## src/rtl/core/hec_pkg.sv

```systemverilog
// Package for the Hamming encode/correct core: beat types, widths and
// code-layout helper functions. No dependencies.
package hec_pkg;

    localparam int DATA_BITS_DEF = 11;
    localparam int WORD_W        = 15;
    localparam int SYN_W         = 4;
    localparam int CW_MAX        = 64;
    localparam int POS_W         = 7;

    typedef struct packed {
        logic              action;
        logic [WORD_W-1:0] word;
    } in_beat_t;

    typedef struct packed {
        logic [WORD_W-1:0] code_out;
        logic [SYN_W-1:0]  syndrome;
        logic              error_found;
        logic              out_of_range;
    } out_beat_t;

    typedef enum logic {
        ACT_ENCODE = 1'b0,
        ACT_DECODE = 1'b1
    } action_t;

    function automatic int check_count(input int data_bits);
        int r;
        r = 0;
        while ((1 << r) < data_bits + r + 1)
            r++;
        return r;
    endfunction

    function automatic bit is_pow2(input int p);
        return (p != 0) && ((p & (p - 1)) == 0);
    endfunction

    // data bit index carried at non-power-of-two position p
    function automatic int data_index(input int p);
        int k;
        k = 0;
        for (int q = 1; q < p; q++)
            if (!is_pow2(q))
                k++;
        return k;
    endfunction

    // positions covered by check bit b
    function automatic logic [CW_MAX-1:0] syn_mask(input int b);
        logic [CW_MAX-1:0] m;
        m = '0;
        for (int p = 1; p <= CW_MAX; p++)
            if (((p >> b) & 1) != 0)
                m[p-1] = 1'b1;
        return m;
    endfunction

endpackage

```

## src/rtl/core/hamming_encode_correct_core.sv

```systemverilog
// Hamming SEC encode/correct core. Three register stages lie between req beat and
// rsp beat: layout, syndrome and correction.
// Throughput: one beat per cycle; the three stages stall together only when
// all hold a beat and rsp is back-pressured.
// Reset: rst_n asynchronous, clears the stage valid bits; payload not reset.
// Depends on hec_pkg, hec_layout, hec_syndrome, hec_correct.
module hamming_encode_correct_core
    import hec_pkg::*;
#(
    parameter int DATA_BITS = DATA_BITS_DEF
)
(
    input  logic      clk,
    input  logic      rst_n,
    input  logic      req_valid,
    output logic      req_ready,
    input  in_beat_t  req,
    output logic      rsp_valid,
    input  logic      rsp_ready,
    output out_beat_t rsp
);

    localparam int R = check_count(DATA_BITS);
    localparam int N = DATA_BITS + R;

    logic         s1_valid;
    logic         s1_ready;
    logic         s1_action;
    logic [N-1:0] s1_cw;
    logic         s2_valid;
    logic         s2_ready;
    logic         s2_action;
    logic [N-1:0] s2_cw;
    logic [R-1:0] s2_syn;

    hec_layout #(
        .DATA_BITS(DATA_BITS)
    ) u_layout (
        .clk        (clk),
        .rst_n      (rst_n),
        .req_valid  (req_valid),
        .req_ready  (req_ready),
        .req        (req),
        .out_valid  (s1_valid),
        .out_ready  (s1_ready),
        .out_action (s1_action),
        .out_cw     (s1_cw)
    );

    hec_syndrome #(
        .DATA_BITS(DATA_BITS)
    ) u_syndrome (
        .clk        (clk),
        .rst_n      (rst_n),
        .in_valid   (s1_valid),
        .in_ready   (s1_ready),
        .in_action  (s1_action),
        .in_cw      (s1_cw),
        .out_valid  (s2_valid),
        .out_ready  (s2_ready),
        .out_action (s2_action),
        .out_cw     (s2_cw),
        .out_syn    (s2_syn)
    );

    hec_correct #(
        .DATA_BITS(DATA_BITS)
    ) u_correct (
        .clk       (clk),
        .rst_n     (rst_n),
        .in_valid  (s2_valid),
        .in_ready  (s2_ready),
        .in_action (s2_action),
        .in_cw     (s2_cw),
        .in_syn    (s2_syn),
        .rsp_valid (rsp_valid),
        .rsp_ready (rsp_ready),
        .rsp       (rsp)
    );

endmodule

```

## src/rtl/core/hec_layout.sv

```systemverilog
// Stage 1: places the data bits at their codeword positions (encode) or
// masks the received codeword (decode). Depends on hec_pkg.
module hec_layout
    import hec_pkg::*;
#(
    parameter int DATA_BITS = DATA_BITS_DEF
)
(
    input  logic                 clk,
    input  logic                 rst_n,
    input  logic                 req_valid,
    output logic                 req_ready,
    input  in_beat_t             req,
    output logic                 out_valid,
    input  logic                 out_ready,
    output logic                 out_action,
    output logic [DATA_BITS+check_count(DATA_BITS)-1:0] out_cw
);

    localparam int R = check_count(DATA_BITS);
    localparam int N = DATA_BITS + R;

    logic         valid_reg;
    logic         action_reg;
    logic [N-1:0] cw_reg;
    logic [N-1:0] cw_next;

    assign req_ready = !valid_reg || out_ready;

    always_comb
    begin
        cw_next = '0;
        if (req.action == ACT_ENCODE)
        begin
            for (int p = 1; p <= N; p++)
            begin
                if (!is_pow2(p) && data_index(p) < WORD_W)
                    cw_next[p-1] = req.word[data_index(p)];
            end
        end
        else
        begin
            for (int i = 0; i < N && i < WORD_W; i++)
                cw_next[i] = req.word[i];
        end
    end

    always_ff @(posedge clk or negedge rst_n)
    begin
        if (!rst_n)
            valid_reg <= 1'b0;
        else if (req_ready)
            valid_reg <= req_valid;
    end

    always_ff @(posedge clk)
    begin
        if (req_valid && req_ready)
        begin
            action_reg <= req.action;
            cw_reg     <= cw_next;
        end
    end

    assign out_valid  = valid_reg;
    assign out_action = action_reg;
    assign out_cw     = cw_reg;

endmodule

```

## src/rtl/core/hec_syndrome.sv

```systemverilog
// Stage 2: parity trees forming the syndrome over the laid-out codeword.
// Depends on hec_pkg.
module hec_syndrome
    import hec_pkg::*;
#(
    parameter int DATA_BITS = DATA_BITS_DEF
)
(
    input  logic                 clk,
    input  logic                 rst_n,
    input  logic                 in_valid,
    output logic                 in_ready,
    input  logic                 in_action,
    input  logic [DATA_BITS+check_count(DATA_BITS)-1:0] in_cw,
    output logic                 out_valid,
    input  logic                 out_ready,
    output logic                 out_action,
    output logic [DATA_BITS+check_count(DATA_BITS)-1:0] out_cw,
    output logic [check_count(DATA_BITS)-1:0]           out_syn
);

    localparam int R = check_count(DATA_BITS);
    localparam int N = DATA_BITS + R;

    logic         valid_reg;
    logic         action_reg;
    logic [N-1:0] cw_reg;
    logic [R-1:0] syn_reg;
    logic [R-1:0] syn_next;

    assign in_ready = !valid_reg || out_ready;

    always_comb
    begin
        logic [CW_MAX-1:0] m;
        m = '0;
        for (int b = 0; b < R; b++)
        begin
            m           = syn_mask(b);
            syn_next[b] = ^(in_cw & m[N-1:0]);
        end
    end

    always_ff @(posedge clk or negedge rst_n)
    begin
        if (!rst_n)
            valid_reg <= 1'b0;
        else if (in_ready)
            valid_reg <= in_valid;
    end

    always_ff @(posedge clk)
    begin
        if (in_valid && in_ready)
        begin
            action_reg <= in_action;
            cw_reg     <= in_cw;
            syn_reg    <= syn_next;
        end
    end

    assign out_valid  = valid_reg;
    assign out_action = action_reg;
    assign out_cw     = cw_reg;
    assign out_syn    = syn_reg;

endmodule

```

## src/rtl/core/hec_correct.sv

```systemverilog
// Stage 3: inserts check bits (encode) or flips the flagged bit (decode),
// then the output register. Depends on hec_pkg.
module hec_correct
    import hec_pkg::*;
#(
    parameter int DATA_BITS = DATA_BITS_DEF
)
(
    input  logic                 clk,
    input  logic                 rst_n,
    input  logic                 in_valid,
    output logic                 in_ready,
    input  logic                 in_action,
    input  logic [DATA_BITS+check_count(DATA_BITS)-1:0] in_cw,
    input  logic [check_count(DATA_BITS)-1:0]           in_syn,
    output logic                 rsp_valid,
    input  logic                 rsp_ready,
    output out_beat_t            rsp
);

    localparam int R = check_count(DATA_BITS);
    localparam int N = DATA_BITS + R;

    logic              valid_reg;
    out_beat_t         rsp_reg;
    out_beat_t         rsp_next;
    logic [N-1:0]      cw_fix;
    logic [CW_MAX-1:0] cw_wide;
    logic [POS_W-1:0]  syn_pos;
    logic [7:0]        syn_wide;

    assign in_ready = !valid_reg || rsp_ready;

    always_comb
    begin
        syn_pos  = POS_W'(in_syn);
        syn_wide = 8'(in_syn);
        cw_fix   = in_cw;
        if (in_action == ACT_ENCODE)
        begin
            for (int b = 0; b < R; b++)
                cw_fix[(1 << b) - 1] = in_syn[b];
        end
        else
        begin
            for (int i = 0; i < N; i++)
            begin
                if (syn_pos == POS_W'(i + 1))
                    cw_fix[i] = ~in_cw[i];
            end
        end
        cw_wide               = CW_MAX'(cw_fix);
        rsp_next.code_out     = cw_wide[WORD_W-1:0];
        rsp_next.syndrome     = (in_action == ACT_DECODE) ? syn_wide[SYN_W-1:0] : '0;
        rsp_next.error_found  = (in_action == ACT_DECODE) && (in_syn != '0);
        rsp_next.out_of_range = (in_action == ACT_DECODE) && (syn_pos > POS_W'(N));
    end

    always_ff @(posedge clk or negedge rst_n)
    begin
        if (!rst_n)
            valid_reg <= 1'b0;
        else if (in_ready)
            valid_reg <= in_valid;
    end

    always_ff @(posedge clk)
    begin
        if (in_valid && in_ready)
            rsp_reg <= rsp_next;
    end

    assign rsp_valid = valid_reg;
    assign rsp       = rsp_reg;

endmodule

```

## config.mk

```make
export PLATFORM = sky130hd
export DESIGN_NAME = hamming_encode_correct_core
export DESIGN_NICKNAME = d
export VERILOG_FILES = /design/src/rtl/core/hec_pkg.sv /design/src/rtl/core/hamming_encode_correct_core.sv /design/src/rtl/core/hec_layout.sv /design/src/rtl/core/hec_syndrome.sv /design/src/rtl/core/hec_correct.sv
export SDC_FILE = /design/constraint.sdc
export NUM_CORES = 1
export LEC_CHECK = 0
export BUFFER_PORTS_ARGS = -buffer_cell sky130_fd_sc_hd__buf_4
export CORE_AREA = 2 2 84 86
export DETAILED_ROUTE_END_ITERATION = 7
export DIE_AREA = 0 0 86 88
export GPL_TIMING_DRIVEN = 0
export SLEW_MARGIN = 0
export SYNTH_ARGS = -nofsm -noshare
export SYNTH_HDL_FRONTEND = slang
export SYNTH_SLANG_ARGS = --single-unit
```

## constraint.sdc

```tcl
create_clock -name clk -period 1.45 [get_ports clk]
set_input_delay 0.0725 -clock clk [delete_from_list [all_inputs] [get_ports clk]]
set_output_delay 0.0725 -clock clk [all_outputs]
set_load 0.02 [all_outputs]
```

==> Word-level counts from Yosys, hierarchy flattened <==
Cells that the tools add are included.
{ "word_totals": {"ff_bits": 59, "out_inout_bits": 23, "inputBits": 20} }
{ "classes": {"reduce_logical": 15, "add_sub_neg": 54, "magnitude_cmp": 20, "bitwise": 15, "muxes": 184, "eq_ne": 15} }
{ "ops": {"columns": ["cell", "n"], "rows": [
  ["$mux W32", 120],
  ["$add A32 B2 Y32 const B", 54],
  ["$lt A32 B5 Y1 const B", 10],
  ["$lt A32 B6 Y1 const B", 10],
  ["$reduce_xor A15 Y1", 4],
  ["$mux W1", 49],
  ["$bmux W1 S4", 10],
  ["$eq A4 B4 Y1 const B", 8],
  ["$eq A4 B3 Y1 const B", 4],
  ["$not A1 Y1", 15],
  ["$mux W7", 2],
  ["$eq A4 B2 Y1 const B", 2],
  ["$mux W3", 2],
  ["$eq A4 B1 Y1 const B", 1],
  ["$logic_and A1 B1 Y1", 4],
  ["$reduce_bool A4 Y1", 1],
  ["$logic_not A1 Y1", 3],
  ["$logic_or A1 B1 Y1", 3],
  ["$mux W2", 1]
]} }

==> Logic depth before layout (Yosys ltp) <==
Gate-level depths: netlist of run 1.
{ "depth": {"ltp_word": 54, "mapped_depth": 4, "mapped_depth_nobuf": 3} }

==> Cells and area by module <==
From an unflattened synthesis of run 1, not the netlist that was laid out.
{ "unflattened": {"hier_cells": 164, "area_unflattened_um2": 2631.3} }
{ "by_module_without_submodules": {"columns": ["module", "seq_area_each_um2", "cells_per_inst", "area_per_inst_um2", "n_inst"], "rows": [
  ["hec_correct", 625.6, 84, 1039.7, 1],
  ["hec_syndrome", 625.6, 43, 859.6, 1],
  ["hec_layout", 505.5, 37, 732.0, 1]
]} }

==> Worst setup path after synthesis of run 1 <==
OpenSTA, ideal clock, no wires.
{ "synth_path": {"path_type": "reg2reg", "startpoint": "register u_correct.valid_reg (netlist: u_correct.rsp_valid)", "endpoint": "register u_layout.action_reg (netlist: u_layout.out_action) (enable)", "t_arrival_ps": 1239, "period_less_slack_ps": 1613, "setup_time_ps": 374, "path_slack_ps": -163, "required_time_ps": 1076, "path_buffers": 0, "stages_incl_launch_ff": 3, "cell_sequence": "dfrtp_1 -> nand4b_1 -> and2_1"} }
{ "synth_between": {"elab_chain_cells": 5} }
{ "synth_rtl": {"columns": ["item", "line", "text"], "rows": [
  ["from (decl)", "hec_correct.sv:24", "logic valid_reg;"],
  ["from (signal assigned)", "hec_correct.sv:64", "valid_reg <= in_valid;"],
  ["$logic_not A1 Y1", "hec_correct.sv:32", "assign in_ready = !valid_reg || rsp_ready;"],
  ["$logic_or A1 B1 Y1", "hec_correct.sv:32", null],
  ["$logic_or A1 B1 Y1", "hec_syndrome.sv:31", "assign in_ready = !valid_reg || out_ready;"],
  ["$logic_or A1 B1 Y1", "hec_layout.sv:28", "assign req_ready = !valid_reg || out_ready;"],
  ["net req_ready", "hamming_encode_correct_core.sv:16", "output logic req_ready,"],
  ["$logic_and A1 B1 Y1", "hec_layout.sv:58", "if (req_valid && req_ready)"],
  ["to (signal assigned)", "hec_layout.sv:60", "action_reg <= req.action;"],
  ["to (decl)", "hec_layout.sv:24", "logic action_reg;"]
]} }
The timed path passes the listed nets, and every way through them passes these cells.
A chain may end at the register's enable or synchronous reset.

==> Worst setup path in the final report of run 1 <==
{ "layout_path": {"startpoint": "input port req[15] (netlist bit)", "endpoint": "register u_layout.cw_reg[5] (netlist: u_layout.out_cw[5]) (data pin)"} }
{ "layout_between": {"elab_chain_cells": 1} }
{ "layout_rtl": {"columns": ["item", "line", "text"], "rows": [
  ["from (decl)", "hamming_encode_correct_core.sv:17", "input in_beat_t req,"],
  ["$mux W3", "hec_layout.sv:33", "if (req.action == ACT_ENCODE)"],
  ["net u_layout.cw_next[5]", "hec_layout.sv:26", "logic [N-1:0] cw_next;"],
  ["to (signal assigned)", "hec_layout.sv:61", "cw_reg <= cw_next;"],
  ["to (decl)", "hec_layout.sv:25", "logic [N-1:0] cw_reg;"]
]} }
The timed path passes the listed nets, and every way through them passes these cells.

==> impl_metrics.toml, run 1 <==
[outcome]
status = "complete, no violations"

[timing]
post-route-min-period_ps = 1380
tns_ps = 0
period_share_pct = 95.17
rsz0062_at_grt = "no"
clock.fmax_ghz = 0.7247
slew_viol_final = 0
clock-skew-final_ps = 2.816
setup_viol = 0
final.setup.worst_slack_ps = 70.07
finalHoldViolations = 0

[clocking]
cts_tree = "done"
postCtsHoldBufs = 3
cts_resized = 0
clkTransAtPathRegs_ps = 60
clock_path_buffers = 2
insertion_delay_ps = 320
postCtsSetupRepairBufs = 0
cts_sinks = 59
cts_buffers = 9
htree_levels = 3
clockRootBuffer = "clkbuf_8"

[worst_setup_path]
critPathMostFrequentCell = "buf_2"
cp.required_ps = 1520
cp-start-kind = "primary input"
reg2reg_depth = 4
worst_path_max_delay_cell = "dlygate4sd3_1"
slowest_delay_ps = 520
cp_cell_sequence = "dlygate4sd3_1 -> buf_4 -> buf_2 -> buf_2 -> mux2_2"
cp_top_family = "buffers and inverters"
endpoint = "u_layout.out_cw[5]"
reg2reg_to = "u_correct.rsp[7]"
path_max_fanout = 10
path_buf_inv = 4
critPathCaptureType = "register"
worstPathArrival_ps = 1450
crit_cells = 5
crit_start = "req[15]"
reg2reg_slack_ps = 80
crit_type = "primary input to register"
r2r-start = "u_syndrome.out_syn[0]"

[synthesis]
synthSimpleGateAreaFrac_pct = 9.616
post-synth-top-area-cell = "edfxtp_1"
synthXorXnorAreaFrac_pct = 11.51
yosys_warnings = 0
synth_compound_area_share_pct = 1.991
syn_nets = 188
synth_fa_ha_area_share_pct = 0
synthArstFlopShare_pct = 5.085
syn_avg_cell_area_um2 = 15.33
synth_area_um2 = 2576
synth_most_common_cell = "edfxtp_1"
synth_top_area_share_pct = 65.27
synthFlopType = "edfxtp_1"
muxShareOfSynthArea_pct = 6.362
synthCells = 168
synth_area_leaders = "edfxtp_1 (65%), xnor2_1 (6.1%), mux2_2 (4.8%)"
yosysSeqAreaShare_pct = 68.19
yosys-top-cells-count = "edfxtp_1 (56), xnor2_1 (18), xor2_1 (14), mux2_2 (11), and2_1 (10)"
synth_seq_cells = 59
synth-edff-count = 56
synth_top_family_by_area = "XOR/XNOR gates"
synth_cell_types = 24

[power_and_ir_drop]
p_leak_nw = 1.179
intPower_w = 0.003198
seq_power_share_pct = 51.6
p_per_area_nw_per_um2 = 1383
sw_frac_of_total_pct = 27.09
finalPower_w = 0.004387
pwr-share-comb_pct = 21.4
peakVddDrop_mv = 0.4996
p_switching_w = 0.001189
clockPowerShare_pct = 27.0

[place]
pre_cts_ws_ps = 71.71
dp_hpwl_um = 2762
gp_congestion = 0.7263
io_buffers = 41

[global_routing]
overflow = 0
grt_pass1_vias = 1342
antenna_found_initial = 0
grtUsageTotal_pct = 11.32
grt_pass1_wl_um = 6279
grt_max_degree = 21

[drt]
drcViolationCount = 0
routed_wl_um = 3759
drt-wirelength-per-cell_um = 12.20
routed_via_density = 4.445
drt_iter0_drc = 30
dr.pass1.iters = 4
num_vias = 1369
ant_nets = 0

[finish]
final_nets = 243
post-route-util_pct = 47.76
antennaDiodeCount = 0
areaGrowthSynthToFinish_pct = 23.17
register_area_um2 = 1757
drive_above_1_share_pct = 35.09
fill_cells = 596
largest_register_ffs = 20
multiInputGateArea_um2 = 768.2

[floorplanning]
die_y_um = 88
die_x_um = 86
dieArea_um2 = 7568
core-area_um2 = 6644
num_rows = 30
start_util_pct = 38.78
io_pins = 43

[hold_path]
worstHoldStart = "req[1]"
hp-class = "primary input to register"

[run]
maxCapViolCount = 0
[power by group through the flow]
stage / Clock [W] / Sequential (W) / Combinational (W)
6_report: 0.00118 / 0.00226 / 0.000940
5_1_grt: 0.00131 / 0.00228 / 0.00103
4_1_cts: 0.00124 / 0.00227 / 0.000954
3_5_place_dp: 0 / 0.00230 / 0.000943
3_3_place_gp: 0 / 0.00230 / 0.000936
2_1_floorplan: 0 / 0.00239 / 0.000561
[worst min path at each step]
stage | end | slack [ps] | cells past startpoint
after floorplan | u_correct.rsp_valid | -220 | 0
after global placement | u_syndrome.out_valid | -140 | 1
after detailed placement | u_correct.rsp_valid | -130 | 1
after CTS | u_layout.out_cw[1] | 20 | 2
after global routing | u_layout.out_cw[1] | 30 | 2
final | u_layout.out_cw[1] | 30 | 2
[cell type report]
type                       count  area share [%]
multi-input combinational    100           24.21
sequential                    59           55.36
tap                           80           3.155
buffer                         8           1.656
timing repair buffer          44           10.65
clock inverter                 3          0.4732
clock buffer                  13           4.377
inverter                       1          0.1183
[cell families after synthesis]
| family | count (synthesis) |
|---|---|
| other | 1 |
| xor gates and xnor gates | 33 |
| and+or+nand+nor | 42 |
| DFF | 59 |
| AOI/OAI and AO/OA | 9 |
| muxes | 15 |
| buffers and inverters | 9 |
[per-layer routing]
metal	GRT usage [%]	part of all wire [%]
met5	0	0
met1	13.93	46
met3	3.393	5.6
met2	16.98	46
met4	8.225	2.7
[through the flow]
step,instance area (um2),hold slack (ps),cells
floorplan,2581,-223.1,168
global placement,2989,-135.8,289
detailed placement,2989,-135.0,289
CTS,3173,18.73,308
global route,3173,27.40,308
finish,3173,34.88,308
[layout by cell type, fill, tap and decap left out, types with 4 or more instances in the layout]
cell type	netlist	layout
edfxtp_1	56	56
nand2_1	6	6
mux2_2	11	11
clkbuf_1	1	5
xnor2_1	18	18
a21oi_1	8	8
xor2_1	14	14
mux2i_1	4	4
nor2_1	7	7
nand2b_1	6	6
clkbuf_8	0	9
nor3_2	5	5
and2_1	10	7
buf_4	3	44
(Power assumes the default switching activity.)
==> run 2: changes to the inputs <==
--- a/config.mk
+++ b/config.mk
@@ -6,10 +6,11 @@
 export NUM_CORES = 1
 export LEC_CHECK = 0
 export BUFFER_PORTS_ARGS = -buffer_cell sky130_fd_sc_hd__buf_4
-export CORE_AREA = 2 2 84 86
+export CORE_AREA = 2 2 75 77
 export DETAILED_ROUTE_END_ITERATION = 7
-export DIE_AREA = 0 0 86 88
+export DIE_AREA = 0 0 77 79
 export GPL_TIMING_DRIVEN = 0
+export PLACE_DENSITY = 0.74
 export SLEW_MARGIN = 0
 export SYNTH_ARGS = -nofsm -noshare
 export SYNTH_HDL_FRONTEND = slang
==> constraint.sdc (replaced) <==
create_clock -name clk -period 1.24 [get_ports clk]
set_input_delay 0.062 -clock clk [delete_from_list [all_inputs] [get_ports clk]]
set_output_delay 0.062 -clock clk [all_outputs]
set_load 0.02 [all_outputs]
==> run 2 against run 1 <==
The flow now finishes with violations (setup timing). Final cell count up 1.9%. Largest cell class unchanged. Sequential power up 18%. Largest power group unchanged. Critical path type is now register to register. Die area down 20%. Clock-buffer cell count down 2. Highest routed layer unchanged. Combinational power up 62%.
==> impl_metrics.toml, run 2 (synthesis results as in run 1) <==
[outcome]
status = "finished with violations"
violations = "setup timing"

[global_routing]
grtUsageTotal_pct = 14.20
grt_max_degree = 21
grt_pass1_vias = 1286
antenna_found_initial = 0
overflow = 0
grt_pass1_wl_um = 6230

[floorplanning]
io_pins = 43
core-area_um2 = 5338
die_y_um = 79
num_rows = 27
die_x_um = 77
start_util_pct = 48.27
dieArea_um2 = 6083

[power_and_ir_drop]
peakVddDrop_mv = 0.8042
p_switching_w = 0.001616
intPower_w = 0.003951
p_per_area_nw_per_um2 = 1615
pwr-share-comb_pct = 27.4
p_leak_nw = 1.313
sw_frac_of_total_pct = 29.02
seq_power_share_pct = 47.7
finalPower_w = 0.005567
clockPowerShare_pct = 24.9

[drt]
routed_wl_um = 4202
drt_iter0_drc = 97
routed_via_density = 4.650
drt-wirelength-per-cell_um = 13.38
drcViolationCount = 0
ant_nets = 0
num_vias = 1460
dr.pass1.iters = 5

[finish]
final_nets = 257
stdcell_count = 314
fill_cells = 411
largest_register_ffs = 20
final_common_cell = "edfxtp_1"
multiInputGateArea_um2 = 924.6
drive_above_1_share_pct = 46.69
antennaDiodeCount = 0
register_area_um2 = 1758
layout_common_cells = "edfxtp_1 (56), buf_4 (49), xor2_1 (13), xnor2_1 (13), mux2_2 (11)"
areaGrowthSynthToFinish_pct = 33.80

[clocking]
cts_buffers = 9
htree_levels = 3
clock_path_buffers = 2
clockRootBuffer = "clkbuf_8"
clkTransAtPathRegs_ps = 60
insertion_delay_ps = 330
cts_sinks = 59
cts_tree = "done"

[timing]
rsz0062_at_grt = "yes"
period_share_pct = 105.7
finalHoldViolations = 0
setup_viol = 8
clock.fmax_ghz = 0.7627
slew_viol_final = 0
tns_ps = -381.8
clock-skew-final_ps = 7.138
post-route-min-period_ps = 1311
hold_slack_ps = 23.06
final.setup.worst_slack_ps = -71.06

[worst_setup_path]
path_max_fanout = 5
cp-start-kind = "register"
cp.required_ps = 1320
worstPathArrival_ps = 1390
critPathCaptureType = "register"
crit_type = "register to register"

[place]
io_buffers = 41
numPlacedInstances = 281
pre_cts_ws_ps = -138.4
gp_congestion = 0.7714
dp_hpwl_um = 2504

[run]
maxCapViolCount = 0

[hold_path]
hp-class = "primary input to register"
==> run 2: cell types whose count changed in the layout (fill, tap and decap cells not counted), sizes merged <==
cell,change
buf,+13
and2,+1
clkbuf,-2
clkinv,+2
==> run 2: area by class of cell <==
class | instances | share of cell area [%]
sequential | 59 | 51.00
inverter | 1 | 0.1089
multi-input combinational | 101 | 26.82
clock inverter | 5 | 0.5808
clock buffer | 11 | 3.811
buffer | 8 | 1.960
tap | 72 | 2.613
timing repair buffer | 57 | 13.10
==> run 2: layer usage <==
metal  routed length, um  track usage (%)  up-vias
li1                    -                -      738
met1                1719            16.36      669
met2                2208            22.63       49
met3                 225            5.114        4
met4                  48            9.107        0
met5                   0                0        -
==> run 2: final timing paths <==
check | to | start | slack, ps | depth (start not counted)
min | u_layout.out_cw[0] | req[0] | 20 | 2
max reg2reg | u_correct.rsp[6] | u_syndrome.out_syn[1] | -70 | 4
max in group asynchronous | u_correct.rsp_valid | rst_n | 1080 | 2
min in group asynchronous | u_correct.rsp_valid | rst_n | 50 | 2
max | u_correct.rsp[6] | u_syndrome.out_syn[1] | -70 | 4
min reg2reg | u_syndrome.out_action | u_layout.out_action | 450 | 0
==> run 2: per-stage QoR <==
stage	utilization, %	instance area [um2]
after global placement	56.38	3009
final	64.58	3447
after detailed placement	56.38	3009
after CTS	61.79	3298
after floorplan	-	2611
after global routing	64.58	3447
==> run 2: worst max-delay path, cell delays in order, from the launching register on <==
cell and delay (ps):
edfxtp_1 410, buf_6 170, nor3_4 180, mux2i_1 200
a21oi_1 80
==> run 2: power by group through the flow <==
stage	logic [W]	clock network, W	registers, W
2_1_floorplan	0.000707	0	0.00280
3_3_place_gp	0.00113	0	0.00269
3_5_place_dp	0.00114	0	0.00270
4_1_cts	0.00132	0.00143	0.00265
5_1_grt	0.00163	0.00150	0.00268
6_report	0.00152	0.00139	0.00266
==> run 2: timing repair <==
item                                    CTS  global route
pin swaps                                18            15
hold endpoints to repair                  5             0
buffers inserted                          4             7
hold buffers                              3             0
cloned                                    2             1
resized for setup                        13            23
endpoints found under the setup margin   35            27
